**config.mk**
```make
export PLATFORM = sky130hd
export DESIGN_NAME = flywheel_velocity_controller_top
export DESIGN_NICKNAME = d
export VERILOG_FILES = /design/src/fvc_pkg.sv /design/src/fvc_div.sv /design/src/flywheel_velocity_controller_top.sv
export SDC_FILE = /design/constraint.sdc
export NUM_CORES = 2
export LEC_CHECK = 0
export BUFFER_PORTS_ARGS = -buffer_cell sky130_fd_sc_hd__buf_4
export CAP_MARGIN = 40
export CORE_MARGIN = 4
export CORE_UTILIZATION = 57
export CTS_CLUSTER_SIZE = 8
export DETAILED_ROUTE_END_ITERATION = 8
export GPL_TIMING_DRIVEN = 0
export PLACE_DENSITY = 0.78
export SLEW_MARGIN = 20
export SYNTH_ARGS = -nofsm -noshare
export SYNTH_HDL_FRONTEND = slang
export SYNTH_SLANG_ARGS = --single-unit
```
**constraint.sdc**
```tcl
create_clock -name clk -period 10.8 [get_ports clk]
set_clock_uncertainty 0.05 [all_clocks]
set_input_delay 0.54 -clock clk [delete_from_list [all_inputs] [get_ports clk]]
set_output_delay 0.54 -clock clk [all_outputs]
set_load 0.005 [all_outputs]
```
**src/fvc_pkg.sv**
```systemverilog
// ----------------------------------------------------------------------------
// fvc_pkg: shared types and constants of the flywheel velocity controller
// Q.8 thresholds, gain codes, saturation bounds and register indexes.
// ----------------------------------------------------------------------------
package fvc_pkg;

    localparam int TICKS_PER_REV_DEF = 392;
    localparam int ADAPT_HOLD_MS_DEF = 1000;

    localparam logic signed [23:0] S24_MAX = 24'sh7fffff;
    localparam logic signed [23:0] S24_MIN = -24'sh800000;
    localparam logic signed [23:0] E_HI    = 24'sd5120;
    localparam logic signed [23:0] E_LO    = 24'sd1280;
    localparam logic [8:0]         GAIN_HIGH = 9'd384;
    localparam logic [8:0]         GAIN_LOW  = 9'd179;
    localparam logic signed [11:0] TRIM_MAX = 12'sd1270;

    localparam logic [2:0] REG_RANGE  = 3'd0;
    localparam logic [2:0] REG_TARGET = 3'd1;
    localparam logic [2:0] REG_POWER  = 3'd2;
    localparam logic [2:0] REG_PI     = 3'd3;
    localparam logic [2:0] REG_IGAIN  = 3'd4;

    // Start request and quotient sign from the sequencer to the divider.
    typedef struct packed {
        logic        start;
        logic        neg;
    } div_ctl_t;

endpackage

```
**src/fvc_div.sv**
```systemverilog
// ----------------------------------------------------------------------------
// fvc_div: bit-serial restoring divider
// Divides a 64-bit magnitude by a 48-bit magnitude, one quotient bit a cycle.
// ----------------------------------------------------------------------------
module fvc_div
(
    input  logic                 clk,
    input  logic                 rst_n,
    input  fvc_pkg::div_ctl_t    ctl,
    input  logic [63:0]          dividend,
    input  logic [47:0]          divisor,
    output logic                 done,
    output logic signed [64:0]   quotient
);
    import fvc_pkg::*;

    logic [63:0] q_reg, q_next;
    logic [48:0] rem_reg, rem_next;
    logic [47:0] dvs_reg;
    logic        neg_reg;
    logic [6:0]  cnt_reg, cnt_next;
    logic        busy_reg, busy_next;
    logic        done_reg, done_next;
    logic [49:0] trial;

    always_comb
    begin
        q_next    = q_reg;
        rem_next  = rem_reg;
        cnt_next  = cnt_reg;
        busy_next = busy_reg;
        done_next = 1'b0;
        trial     = {rem_reg, q_reg[63]} - {2'b00, dvs_reg};
        if (busy_reg)
        begin
            if (!trial[49])
            begin
                rem_next = trial[48:0];
                q_next   = {q_reg[62:0], 1'b1};
            end
            else
            begin
                rem_next = {rem_reg[47:0], q_reg[63]};
                q_next   = {q_reg[62:0], 1'b0};
            end
            cnt_next = cnt_reg - 7'd1;
            if (cnt_reg == 7'd1)
            begin
                busy_next = 1'b0;
                done_next = 1'b1;
            end
        end
    end

    always_ff @(posedge clk or negedge rst_n)
    begin
        if (!rst_n)
        begin
            busy_reg <= 1'b0;
            done_reg <= 1'b0;
            cnt_reg  <= '0;
        end
        else if (ctl.start)
        begin
            busy_reg <= 1'b1;
            done_reg <= 1'b0;
            cnt_reg  <= 7'd64;
        end
        else
        begin
            busy_reg <= busy_next;
            done_reg <= done_next;
            cnt_reg  <= cnt_next;
        end
    end

    always_ff @(posedge clk)
    begin
        if (ctl.start)
        begin
            q_reg   <= dividend;
            rem_reg <= '0;
            dvs_reg <= divisor;
            neg_reg <= ctl.neg;
        end
        else
        begin
            q_reg   <= q_next;
            rem_reg <= rem_next;
        end
    end

    assign done     = done_reg;
    assign quotient = neg_reg ? -$signed({1'b0, q_reg}) : $signed({1'b0, q_reg});

endmodule

```
**src/flywheel_velocity_controller_top.sv**
```systemverilog
// ----------------------------------------------------------------------------
// flywheel_velocity_controller_top: bang-bang flywheel speed control with PI
// Measures speed from encoder beats and sets the motor drive and trims.
// ----------------------------------------------------------------------------
// Each input beat carries an encoder count and two millisecond timestamps and
// yields exactly one output beat. The speed quotient comes from a bit-serial
// divider that retires one quotient bit per cycle; the sequencer then steps
// through the error terms (ST_ERR), the P and I products (ST_PI), the drive
// selection and trim adaptation (ST_DRV) and the load of the output register
// (ST_OUT). The next input beat is accepted only once the sequencer is back
// in ST_IDLE. When the encoder timestamp has not moved, the division is
// skipped and the speed saturates, or is zero if the count has not changed.
// One beat is computed at a time; s_tready is high whenever the sequencer is
// idle. A finished result waits in the output register without holding off
// the input; only when a second result is done while the first is still
// unaccepted does the sequencer wait, and s_tready stays low until the
// receiver takes the first one. Configuration writes take effect at once and
// are meant for periods with no beat in flight.
module flywheel_velocity_controller_top
#(
    parameter int TICKS_PER_REV = fvc_pkg::TICKS_PER_REV_DEF,
    parameter int ADAPT_HOLD_MS = fvc_pkg::ADAPT_HOLD_MS_DEF
)
(
    input  logic         clk,
    input  logic         rst_n,
    input  logic         cfg_we,
    input  logic [2:0]   cfg_index,
    input  logic [8:0]   cfg_data,
    input  logic         s_tvalid,
    output logic         s_tready,
    // encoder_count[31:0], encoder_time_ms[63:32], system_time_ms[95:64]
    input  logic [95:0]  s_tdata,
    output logic         m_tvalid,
    input  logic         m_tready,
    // drive[7:0], at_full_speed[8], measured_rpm[24:9],
    // current_trim_tenths[36:25], zero fill [39:37]
    output logic [39:0]  m_tdata
);
    import fvc_pkg::*;

    localparam logic [31:0] HOLD = 32'(ADAPT_HOLD_MS);
    localparam logic [47:0] TPR  = 48'(TICKS_PER_REV);

    typedef enum logic [2:0] {ST_IDLE, ST_DIV, ST_ERR, ST_PI, ST_DRV, ST_OUT} st_t;

    logic [2:0]         range_reg;
    logic [8:0]         target_reg;
    logic signed [7:0]  power_reg;
    logic               pi_reg;
    logic [7:0]         igain_reg;

    logic [31:0]        last_enc_reg, last_time_reg, start_reg, now_reg;
    logic signed [23:0] verr_reg, integ_reg, rpm_reg, cur_reg, avg_reg, last_reg;
    logic [8:0]         pgain_reg;
    logic               full_reg;
    logic signed [11:0] trims_reg [4];
    logic signed [7:0]  held_reg;
    logic signed [24:0] pterm_reg;
    st_t                st_reg;
    logic               mv_reg;
    logic [39:0]        mdata_reg;

    div_ctl_t           dctl;
    logic               ddone;
    logic signed [64:0] dq;

    logic [31:0]        d_ms;
    logic [63:0]        dnd;
    logic [47:0]        dvs;
    logic [1:0]         ti;
    logic signed [24:0] cur_w;
    logic signed [25:0] filt;

    function automatic logic signed [23:0] sat24(input logic signed [47:0] v);
        if (v > 48'(S24_MAX))      return S24_MAX;
        else if (v < 48'(S24_MIN)) return S24_MIN;
        else                       return v[23:0];
    endfunction

    function automatic logic signed [7:0] sat8(input logic signed [31:0] v);
        if (v > 32'sd127)       return 8'sd127;
        else if (v < -32'sd127) return -8'sd127;
        else                    return v[7:0];
    endfunction

    // Division by ten, truncating toward zero, for magnitudes up to 2550.
    function automatic logic signed [12:0] div10(input logic signed [12:0] v);
        logic [12:0] mag;
        logic [25:0] prod;
        logic [12:0] q;
        mag  = v[12] ? 13'(-v) : 13'(v);
        prod = 26'(mag) * 26'd6554;
        q    = 13'(prod[25:16]);
        return v[12] ? -$signed(q) : $signed(q);
    endfunction

    assign s_tready = (st_reg == ST_IDLE);
    assign m_tvalid = mv_reg;
    assign m_tdata  = mdata_reg;

    assign d_ms = s_tdata[63:32] - last_time_reg;
    assign ti   = (range_reg >= 3'd4) ? 2'd3 : 2'(range_reg - 3'd1);

    // Magnitude of 60000*256 times the count change, over TICKS_PER_REV times
    // the elapsed milliseconds.
    always_comb
    begin
        logic [31:0]        dc;
        logic signed [32:0] de;
        logic [32:0]        mag;
        dc   = s_tdata[31:0] - last_enc_reg;
        de   = $signed({dc[31], dc});
        mag  = de[32] ? 33'(-de) : 33'(de);
        dnd  = 64'(mag) * 64'd15360000;
        dvs  = TPR * 48'(d_ms);
        dctl.start = s_tvalid && s_tready && (d_ms != 32'd0);
        dctl.neg   = de[32];
    end

    assign cur_w = 25'(target_reg) * 25'sd256 - 25'(rpm_reg);
    assign filt  = (26'(cur_reg) + 26'sd3 * 26'(last_reg)) / 4;

    fvc_div u_div
    (
        .clk      (clk),
        .rst_n    (rst_n),
        .ctl      (dctl),
        .dividend (dnd),
        .divisor  (dvs),
        .done     (ddone),
        .quotient (dq)
    );

    always_ff @(posedge clk or negedge rst_n)
    begin
        if (!rst_n)
        begin
            range_reg <= '0; target_reg <= '0; power_reg <= '0; pi_reg <= 1'b0;
            igain_reg <= 8'd179;
        end
        else if (cfg_we)
        begin
            unique case (cfg_index)
                REG_RANGE:  range_reg  <= cfg_data[2:0];
                REG_TARGET: target_reg <= cfg_data;
                REG_POWER:  power_reg  <= cfg_data[7:0];
                REG_PI:     pi_reg     <= cfg_data[0];
                REG_IGAIN:  igain_reg  <= cfg_data[7:0];
                default: ;
            endcase
        end
    end

    always_ff @(posedge clk or negedge rst_n)
    begin
        if (!rst_n)
        begin
            st_reg <= ST_IDLE; mv_reg <= 1'b0; mdata_reg <= '0;
            last_enc_reg <= '0; last_time_reg <= '0; verr_reg <= '0;
            integ_reg <= '0; pgain_reg <= GAIN_HIGH; full_reg <= 1'b0;
            start_reg <= '0; held_reg <= '0;
            for (int i = 0; i < 4; i++) trims_reg[i] <= '0;
            rpm_reg <= '0; cur_reg <= '0; avg_reg <= '0; last_reg <= '0;
            pterm_reg <= '0; now_reg <= '0;
        end
        else
        begin
            if (mv_reg && m_tready && st_reg != ST_OUT) mv_reg <= 1'b0;
            unique case (st_reg)
                ST_IDLE:
                    if (s_tvalid && s_tready)
                    begin
                        last_enc_reg  <= s_tdata[31:0];
                        last_time_reg <= s_tdata[63:32];
                        now_reg       <= s_tdata[95:64];
                        if (d_ms == 32'd0)
                        begin
                            if (s_tdata[31:0] == last_enc_reg) rpm_reg <= '0;
                            else if ((s_tdata[31:0] - last_enc_reg) >= 32'h80000000)
                                rpm_reg <= S24_MIN;
                            else rpm_reg <= S24_MAX;
                            st_reg <= ST_ERR;
                        end
                        else st_reg <= ST_DIV;
                    end
                ST_DIV:
                    if (ddone)
                    begin
                        if (dq > 65'(S24_MAX))      rpm_reg <= S24_MAX;
                        else if (dq < 65'(S24_MIN)) rpm_reg <= S24_MIN;
                        else                        rpm_reg <= dq[23:0];
                        st_reg <= ST_ERR;
                    end
                ST_ERR:
                begin
                    logic signed [23:0] c;
                    c = sat24(48'(cur_w));
                    cur_reg  <= c;
                    last_reg <= verr_reg;
                    verr_reg <= c;
                    avg_reg  <= 24'((25'(verr_reg) + 25'(c)) / 2);
                    st_reg   <= ST_PI;
                end
                ST_PI:
                begin
                    logic signed [47:0] it;
                    pterm_reg <= 25'((48'(avg_reg) * $signed({1'b0, pgain_reg})) / 256);
                    it = ((48'(integ_reg) + 48'(avg_reg)) * $signed({1'b0, igain_reg})) / 256;
                    integ_reg <= (cur_reg > E_HI) ? '0 : sat24(it);
                    if (cur_reg > E_HI) pgain_reg <= GAIN_HIGH;
                    if (cur_reg < E_LO) pgain_reg <= GAIN_LOW;
                    st_reg <= ST_DRV;
                end
                ST_DRV:
                begin
                    logic signed [7:0]  h;
                    logic               f;
                    logic [31:0]        s;
                    logic signed [12:0] t;
                    h = held_reg; f = full_reg; s = start_reg;
                    if (range_reg == 3'd0) h = '0;
                    else if (range_reg >= 3'd4 && pi_reg)
                    begin
                        f = 1'b0;
                        h = sat8(32'((34'(pterm_reg) + 34'(integ_reg)
                                 + 34'(power_reg) * 34'sd256) / 256));
                    end
                    else
                    begin
                        if (full_reg) s = now_reg;
                        if (avg_reg < E_LO)
                        begin
                            f = 1'b0;
                            h = sat8(32'(div10(13'(power_reg) * 13'sd10
                                     + 13'(trims_reg[ti]))));
                        end
                    end
                    if (avg_reg > E_HI)
                    begin
                        h = 8'sd127; f = 1'b1;
                    end
                    t = 13'(trims_reg[ti]);
                    if (!f && range_reg != 3'd0 && (now_reg - s) > HOLD)
                    begin
                        if (filt > 26'(E_LO))       t = t + ((ti == 2'd3) ? 13'sd2 : 13'sd1);
                        else if (filt < -26'(E_LO)) t = t - ((ti == 2'd3) ? 13'sd2 : 13'sd1);
                        if (t > 13'(TRIM_MAX)) t = 13'(TRIM_MAX);
                        if (t < -13'(TRIM_MAX)) t = -13'(TRIM_MAX);
                        trims_reg[ti] <= t[11:0];
                    end
                    held_reg <= h; full_reg <= f; start_reg <= s;
                    st_reg <= ST_OUT;
                end
                ST_OUT:
                    // The result is taken from the state registers once the
                    // output register is free or being drained.
                    if (!mv_reg || m_tready)
                    begin
                        mdata_reg <= {3'b000, (range_reg != 3'd0) ? trims_reg[ti] : 12'sd0,
                                      (rpm_reg / 256) > 24'sd32767 ? 16'sh7fff :
                                      ((rpm_reg / 256) < -24'sd32768 ? 16'sh8000
                                       : 16'(rpm_reg / 256)), full_reg, held_reg};
                        mv_reg <= 1'b1;
                        st_reg <= ST_IDLE;
                    end
                default: st_reg <= ST_IDLE;
            endcase
        end
    end

endmodule
```
## Word level (Yosys, flattened, before mapping)

Index checks and enable logic that the tools add are counted.
Widths: inputs -> output; s select.

| storage, ports and cells | value |
|---|---|
| register bits | 570 |
| bits in latches | 0 |
| bits in writable memories | 0 |
| memory bits (read-only) | 0 |
| input bits | 113 |
| output and inout port bits | 42 |
| logic and storage cells | 230 |
| memories kept | 0 |

| operators by class | value |
|---|---|
| add/subtract/negate cells | 25 |
| multiply operators | 7 |
| divide/modulo/power cells | 0 |
| $lt $le $gt $ge | 25 |
| equality and inequality tests | 17 |
| shifts and indexed selects | 0 |
| multiplexer cells | 78 |
| bitwise logic cells | 7 |
| reductions and logical operators | 38 |

Operators by type and width:

| operator | number |
|---|---|
| $mux 24 | 13 |
| $mux 32 | 4 |
| $mux 13 | 9 |
| $mux 57 | 2 |
| $sub 32x32->32 | 3 |
| $mux 12 | 7 |
| $gt 65x24->1 const B | 1 |
| $lt 65x24->1 const B | 1 |
| $mux 65 | 1 |
| $neg 64->65 | 1 |
| $add 32x1->32 | 2 |
| $mux 8 | 8 |
| $add 24x24->25 | 2 |
| $sub 50x41->50 | 1 |
| $mux 49 | 1 |
| $add 48x1->48 | 1 |
| $bwmux 48 | 1 |
| $gt 24x14->1 const B | 2 |
| $gt 48x24->1 const B | 1 |
| $lt 24x12->1 const B | 2 |
| $lt 48x24->1 const B | 1 |
| $pmux 24 s2 | 1 |
| $mul 33x11->44 const B | 1 |
| $mul 6x32->38 const A | 1 |
| other kinds (71) | 130 |

## Longest topological paths before layout

| depth | value |
|---|---|
| depth in word-level cells | 20 |
| gate-level depth with buffers | 52 |
| depth with buffers taken out | 48 |

## Cells and area by module

From an unflattened synthesis, not the netlist that was laid out.

| unflattened totals | value |
|---|---|
| cells, all modules | 7768 |
| area, all modules | 69475.4 um^2 |

Modules (own cells, without submodules):

| module | instances | cells an instance | area an instance (um^2) | seq. area each (um^2) |
|---|---|---|---|---|
| flywheel_velocity_controller_top | 1 | 6681 | 58516.1 | 10067.2 |
| fvc_div | 1 | 1087 | 10959.3 | 4599.4 |

## Worst setup path before layout

Ideal clock, no wire load.

| timing path | value |
|---|---|
| kind | register to register |
| start | register range_reg[0] |
| end | register held_reg[4] |
| library setup time | 0.126 ns |
| arrival time | 10.717 ns |
| required time | 10.624 ns |
| path slack | -0.093 ns |
| stages on the path, launching flop included | 45 |
| buffers on the path | 5 |
| clock period less this slack | 10.893 ns |
| cell sequence | dfrtp_1 > clkbuf_1 > buf_1 > inv_1 > ha_1 > clkbuf_1 > clkbuf_1 > mux2_2 > a221oi_1 > inv_1 > ha_1 > and3_1 > a21oi_1 > a31oi_1 > xor2_1 > clkbuf_1 > nand2_1 > xnor2_1 > (+9 left out) > ha_1 > o21a_1 > o21a_1 > o21ai_0 > nor2_1 > a21oi_1 > o211ai_1 > a21oi_1 > xnor2_1 > or3_1 > nor2_1 > a2111o_1 > o21ai_0 > xor2_1 > o31ai_1 > nand2b_1 > o21ai_0 > a221o_1 |

| on the way | value |
|---|---|
| cells in the longest elaborated chain, start to end | 19 |
| elaborated cells on any way between the ends | 25 |
| classes of those cells | 4 x add/sub; 1 x mul; 3 x order compare; 12 x mux; 1 x bitwise; 4 x reduce/logical |

Ends and longest elaborated chain:

| what | RTL line | text |
|---|---|---|
| start, declared | flywheel_velocity_controller_top.sv:47 | `logic [2:0] range_reg;` |
| start signal, assigned | flywheel_velocity_controller_top.sv:145 | `REG_RANGE: range_reg <= cfg_data[2:0];` |
| $ge 3x3->1 / $sub 2x1->2 (equally long branches) | flywheel_velocity_controller_top.sv:103, flywheel_velocity_controller_top.sv:223 |  |
| $mux 2 | flywheel_velocity_controller_top.sv:103 | `assign ti = (range_reg >= 3'd4) ? 2'd3 : 2'(range_reg - 3'd1);` |
| $not 2->3 (not written as such) | flywheel_velocity_controller_top.sv:236 | `+ 13'(trims_reg[ti]))));` |
| $bmux 12 s2 | flywheel_velocity_controller_top.sv:236 |  |
| $mux 12 (not written as such) (2 in series) | flywheel_velocity_controller_top.sv:236 |  |
| $add 13x12->13 | flywheel_velocity_controller_top.sv:236 |  |
| $neg 13->13 | flywheel_velocity_controller_top.sv:92 | `mag = v[12] ? 13'(-v) : 13'(v);` |
| $mux 13 | flywheel_velocity_controller_top.sv:92 |  |
| (+2 left out) | - |  |
| $mux 13 | flywheel_velocity_controller_top.sv:95 | `return v[12] ? -$signed(q) : $signed(q);` |
| $lt 13x8->1 | flywheel_velocity_controller_top.sv:83 | `else if (v < -32'sd127) return -8'sd127;` |
| $mux 8 | flywheel_velocity_controller_top.sv:83 |  |
| $mux 8 | flywheel_velocity_controller_top.sv:82 | `if (v > 32'sd127) return 8'sd127;` |
| $mux 8 | flywheel_velocity_controller_top.sv:232 | `if (avg_reg < E_LO)` |
| $mux 8 | flywheel_velocity_controller_top.sv:223 | `else if (range_reg >= 3'd4 && pi_reg)` |
| $mux 8 | flywheel_velocity_controller_top.sv:222 | `if (range_reg == 3'd0) h = '0;` |
| $mux 8 | flywheel_velocity_controller_top.sv:239 | `if (avg_reg > E_HI)` |
| end signal, assigned | flywheel_velocity_controller_top.sv:162 | `start_reg <= '0; held_reg <= '0;` |
| end signal, assigned | flywheel_velocity_controller_top.sv:252 | `held_reg <= h; full_reg <= f; start_reg <= s;` |
| end, declared | flywheel_velocity_controller_top.sv:58 | `logic signed [7:0] held_reg;` |

Several ways; a longest one is shown, not always the timed one. The select of a mux whose other input is x is not followed.
A chain may end at the register's enable or synchronous reset.

## Final worst setup path

| timing path | value |
|---|---|
| start | register avg_reg[0] |
| end | register integ_reg[0] |

| on the way | value |
|---|---|
| cells in the longest elaborated chain, start to end | 9 |
| elaborated cells on any way between the ends | 10 |
| classes of those cells | 2 x add/sub; 1 x mul; 2 x order compare; 3 x mux; 1 x bitwise; 1 x reduce/logical |

Ends and longest elaborated chain:

| what | RTL line | text |
|---|---|---|
| start, declared | flywheel_velocity_controller_top.sv:54 | `logic signed [23:0] verr_reg, integ_reg, rpm_reg, cur_reg, avg_reg, last_reg;` |
| start signal, assigned | flywheel_velocity_controller_top.sv:202 | `avg_reg <= 24'((25'(verr_reg) + 25'(c)) / 2);` |
| $add 24x24->25 * | flywheel_velocity_controller_top.sv:209 | `it = ((48'(integ_reg) + 48'(avg_reg)) * $signed({1'b0, igain_reg})) / 256;` |
| $mul 25x9->34 * | flywheel_velocity_controller_top.sv:209 |  |
| $reduce_or 8->1 (no line) | - |  |
| $and 1x1->1 (no line) | - |  |
| $add 48x1->48 (no line) * | - |  |
| $lt 48x24->1 | flywheel_velocity_controller_top.sv:77 | `else if (v < 48'(S24_MIN)) return S24_MIN;` |
| $mux 24 | flywheel_velocity_controller_top.sv:77 |  |
| $mux 24 * | flywheel_velocity_controller_top.sv:76 | `if (v > 48'(S24_MAX)) return S24_MAX;` |
| $mux 24 * | flywheel_velocity_controller_top.sv:210 | `integ_reg <= (cur_reg > E_HI) ? '0 : sat24(it);` |
| end signal, assigned | flywheel_velocity_controller_top.sv:210 |  |
| end, declared | flywheel_velocity_controller_top.sv:54 |  |

Every way passes the cells marked *; elsewhere a longest branch is shown, timed or not.

==> impl_metrics.ini <==
[layout]
drive_gt1_share_pct = 9.59
fin_nets = 9525
utilization_pct = 64.2
area_growth_pct = 11.6
fin_cells = 9661
diodes = 0
largest_reg_flops = 64

[setup_path]
crit_slowest_cell = fa_1
crit_top_cell = o21ai_2
crit_fanout = 4
cp.arrival_ns = 10.92
cp_num_buf_inv = 6
cp-end-kind = register
critPathKind = reg2reg
rrSetupSlack_ns = 0.38
cpPeakStageDelay_ns = 0.56
required_ns = 11.30
startpoint_type = register
critPathTopFamily = compound AO/OA/AOI/OAI gates

[synthesis]
syn_area_um2 = 68000
avgSynthCellArea_um2 = 8.85
seq_area_frac_synth_pct = 20.8
syn_inst = 7685
ys_types = 116
synth_flop_cell = dfrtp_1
synth.ff_latch_count = 563
synthArstFlopShare_pct = 73.0
yosysWarnings = 0
synth-edff-count = 83

[global_route]
antenna_found_initial = 2
grt_use_total_pct = 28.0
overflow = 0
grt_max_degree = 97
grt_pass1_vias = 57572
grt_first_pass_wirelength_mm = 290

[cts]
path_clk_slew_ns = 0.06
cts_buffer_depth = 3
cts_sinks = 563
cts_tree = built
htree_levels = 3
clk_latency_ns = 0.70
cts-root-buf = clkbuf_16
cts_made_buffers = 83

[floorplanning]
initial_utilization_pct = 57.5
rows = 126
die_w_um = 353
die_area_um2 = 125000
die_height_um = 353
core_um2 = 118000
ios = 155

[placed_design]
dp_hpwl_mm = 140
gp_congestion = 0.931
io_buffer_count = 151
dp.cells = 9401

[sta]
slew_viol_final = 0
hold_ws_ns = 0.0447
fin_setup_tns_ns = 0
tightest_slew_ns = 0.890
period_share_pct = 96.5
period_minus_slack_ns = 10.42
slew_headroom_pct = 40.2
hold_violations = 0
max_freq_ghz = 0.0960
setup_violations = 0

[run]
max_cap_violations = 0

[drt]
ant_nets = 0
vias = 56727
initialDrtViolationCount = 3916
drc = 0
drt_first_pass_iters = 6
routed_via_density = 5.87
wl_per_cell_um = 18.3
wl_mm = 177

[worst_hold_path]
min_path_type = in2reg

[run_status]
status = completed
## layout by cell type, fill, tap and decap left out, types with 26 or more instances in the layout
cell type      synthesis  final
inv_1               1012   1005
ha_1                 832    823
nand2_1              626    622
fa_1                 513    512
o21ai_0              481    464
nor2_1               423    420
dfrtp_1              405    397
a21oi_1              382    363
xnor2_1              358    341
buf_4                  3    224
clkbuf_1             195    221
and2_1               210    209
xor2_1               208    195
nand3_1              179    175
nor3_1               169    165
mux2_2               151    151
a21o_1               114    114
mux2i_1              101    101
clkbuf_16              0     85
edfxtp_1              83     83
a31oi_1               77     76
nand2b_1              71     69
dfxtp_1               69     69
nor2b_1               71     67
and3_1                59     58
or3_1                 58     57
o21bai_1              54     54
dlygate4sd3_1          0     51
o21a_1                50     48
nand4_1               47     47
or2_2                 44     44
o31ai_1               43     42
a211oi_1              40     39
nor4_1                40     36
a221o_1               33     33
o22a_1                26     26
## path summary, 6_finish.rpt
| check | startpoint | end | depth (start not counted) |
|---|---|---|---|
| max reg2reg | avg_reg[0] | integ_reg[0] | 50 |
| min | s_tdata[29] | last_enc_reg[29] | 3 |
| min reg2reg | m_tdata[2] | m_tdata[2] | 2 |
| max | avg_reg[0] | integ_reg[0] | 50 |
| max in group asynchronous | rst_n | integ_reg[0] | 6 |
| min in group asynchronous | rst_n | last_time_reg[31] | 2 |
## metrics by stage
step,worst slack [ns],cell area [um2]
after global routing,-0.0551,75900
after floorplan,0.0220,68100
after global placement,-2.28,71100
after CTS,0.0151,75000
final,0.383,75900
after detailed placement,-2.35,71400
## area by class of cell
| type | instances | area [um2] |
|---|---|---|
| repair buffers | 294 | 2490 |
| clock buffers | 136 | 2380 |
| plain buffers | 221 | 958 |
| flip-flops and latches | 563 | 14200 |
| multi-input cells | 5890 | 50100 |
| clock inverters | 7 | 104 |
| well taps | 1536 | 1920 |
| inverters | 1014 | 3810 |
| fillers | 9596 | 42300 |
## cell families after synthesis
group	Yosys count	share of synthesized area, %
flip-flops	563	20.8
XOR/XNOR	569	7.36
other	2	0.0110
adder cells (fa/ha/maj)	1345	30.4
AO/OA/AOI/OAI	1600	15.1
multiplexers	252	3.99
buffers and inverters	1241	6.90
AND/OR/NAND/NOR	2113	15.4
## worst reg2reg max path: cells and delay by family (launching register included)
family	cells	cell delay, ns
AO/OA/AOI/OAI	23	4.49
XOR/XNOR	1	0.18
adder cells (fa/ha/maj)	9	3.22
buffers and inverters	6	0.50
flip-flops	1	0.42
AND/OR/NAND/NOR	11	1.44
## synthesized netlist by cell type, types with 179 or more instances
library cell	instances	area share [%]
clkbuf_1	195	1.1
xnor2_1	358	4.6
xor2_1	208	2.7
o21ai_0	481	3.5
ha_1	832	15
inv_1	1012	5.6
fa_1	513	15
a21oi_1	382	2.8
nor2_1	423	2.3
and2_1	210	1.9
nand2_1	626	3.5
nand3_1	179	1.3
dfrtp_1	405	15
## metal layers
layer	GRT usage, %	part of all wire [%]
met5	0	0
met4	12.3	4.9
met3	4.04	5.7
met2	47.6	48
met1	35.7	42
## what timing repair did
action | in CTS | in global routing
endpoints found under the hold margin | 128 | 0
endpoints found under the setup margin | 49 | 52
pin swaps | 16 | 51
hold buffers | 51 | 0
buffers inserted | 18 | 45
resized for setup | 108 | 134
Power is not shown: default switching activity piles up to over one toggle a cycle in this logic, so the estimate is an artifact.
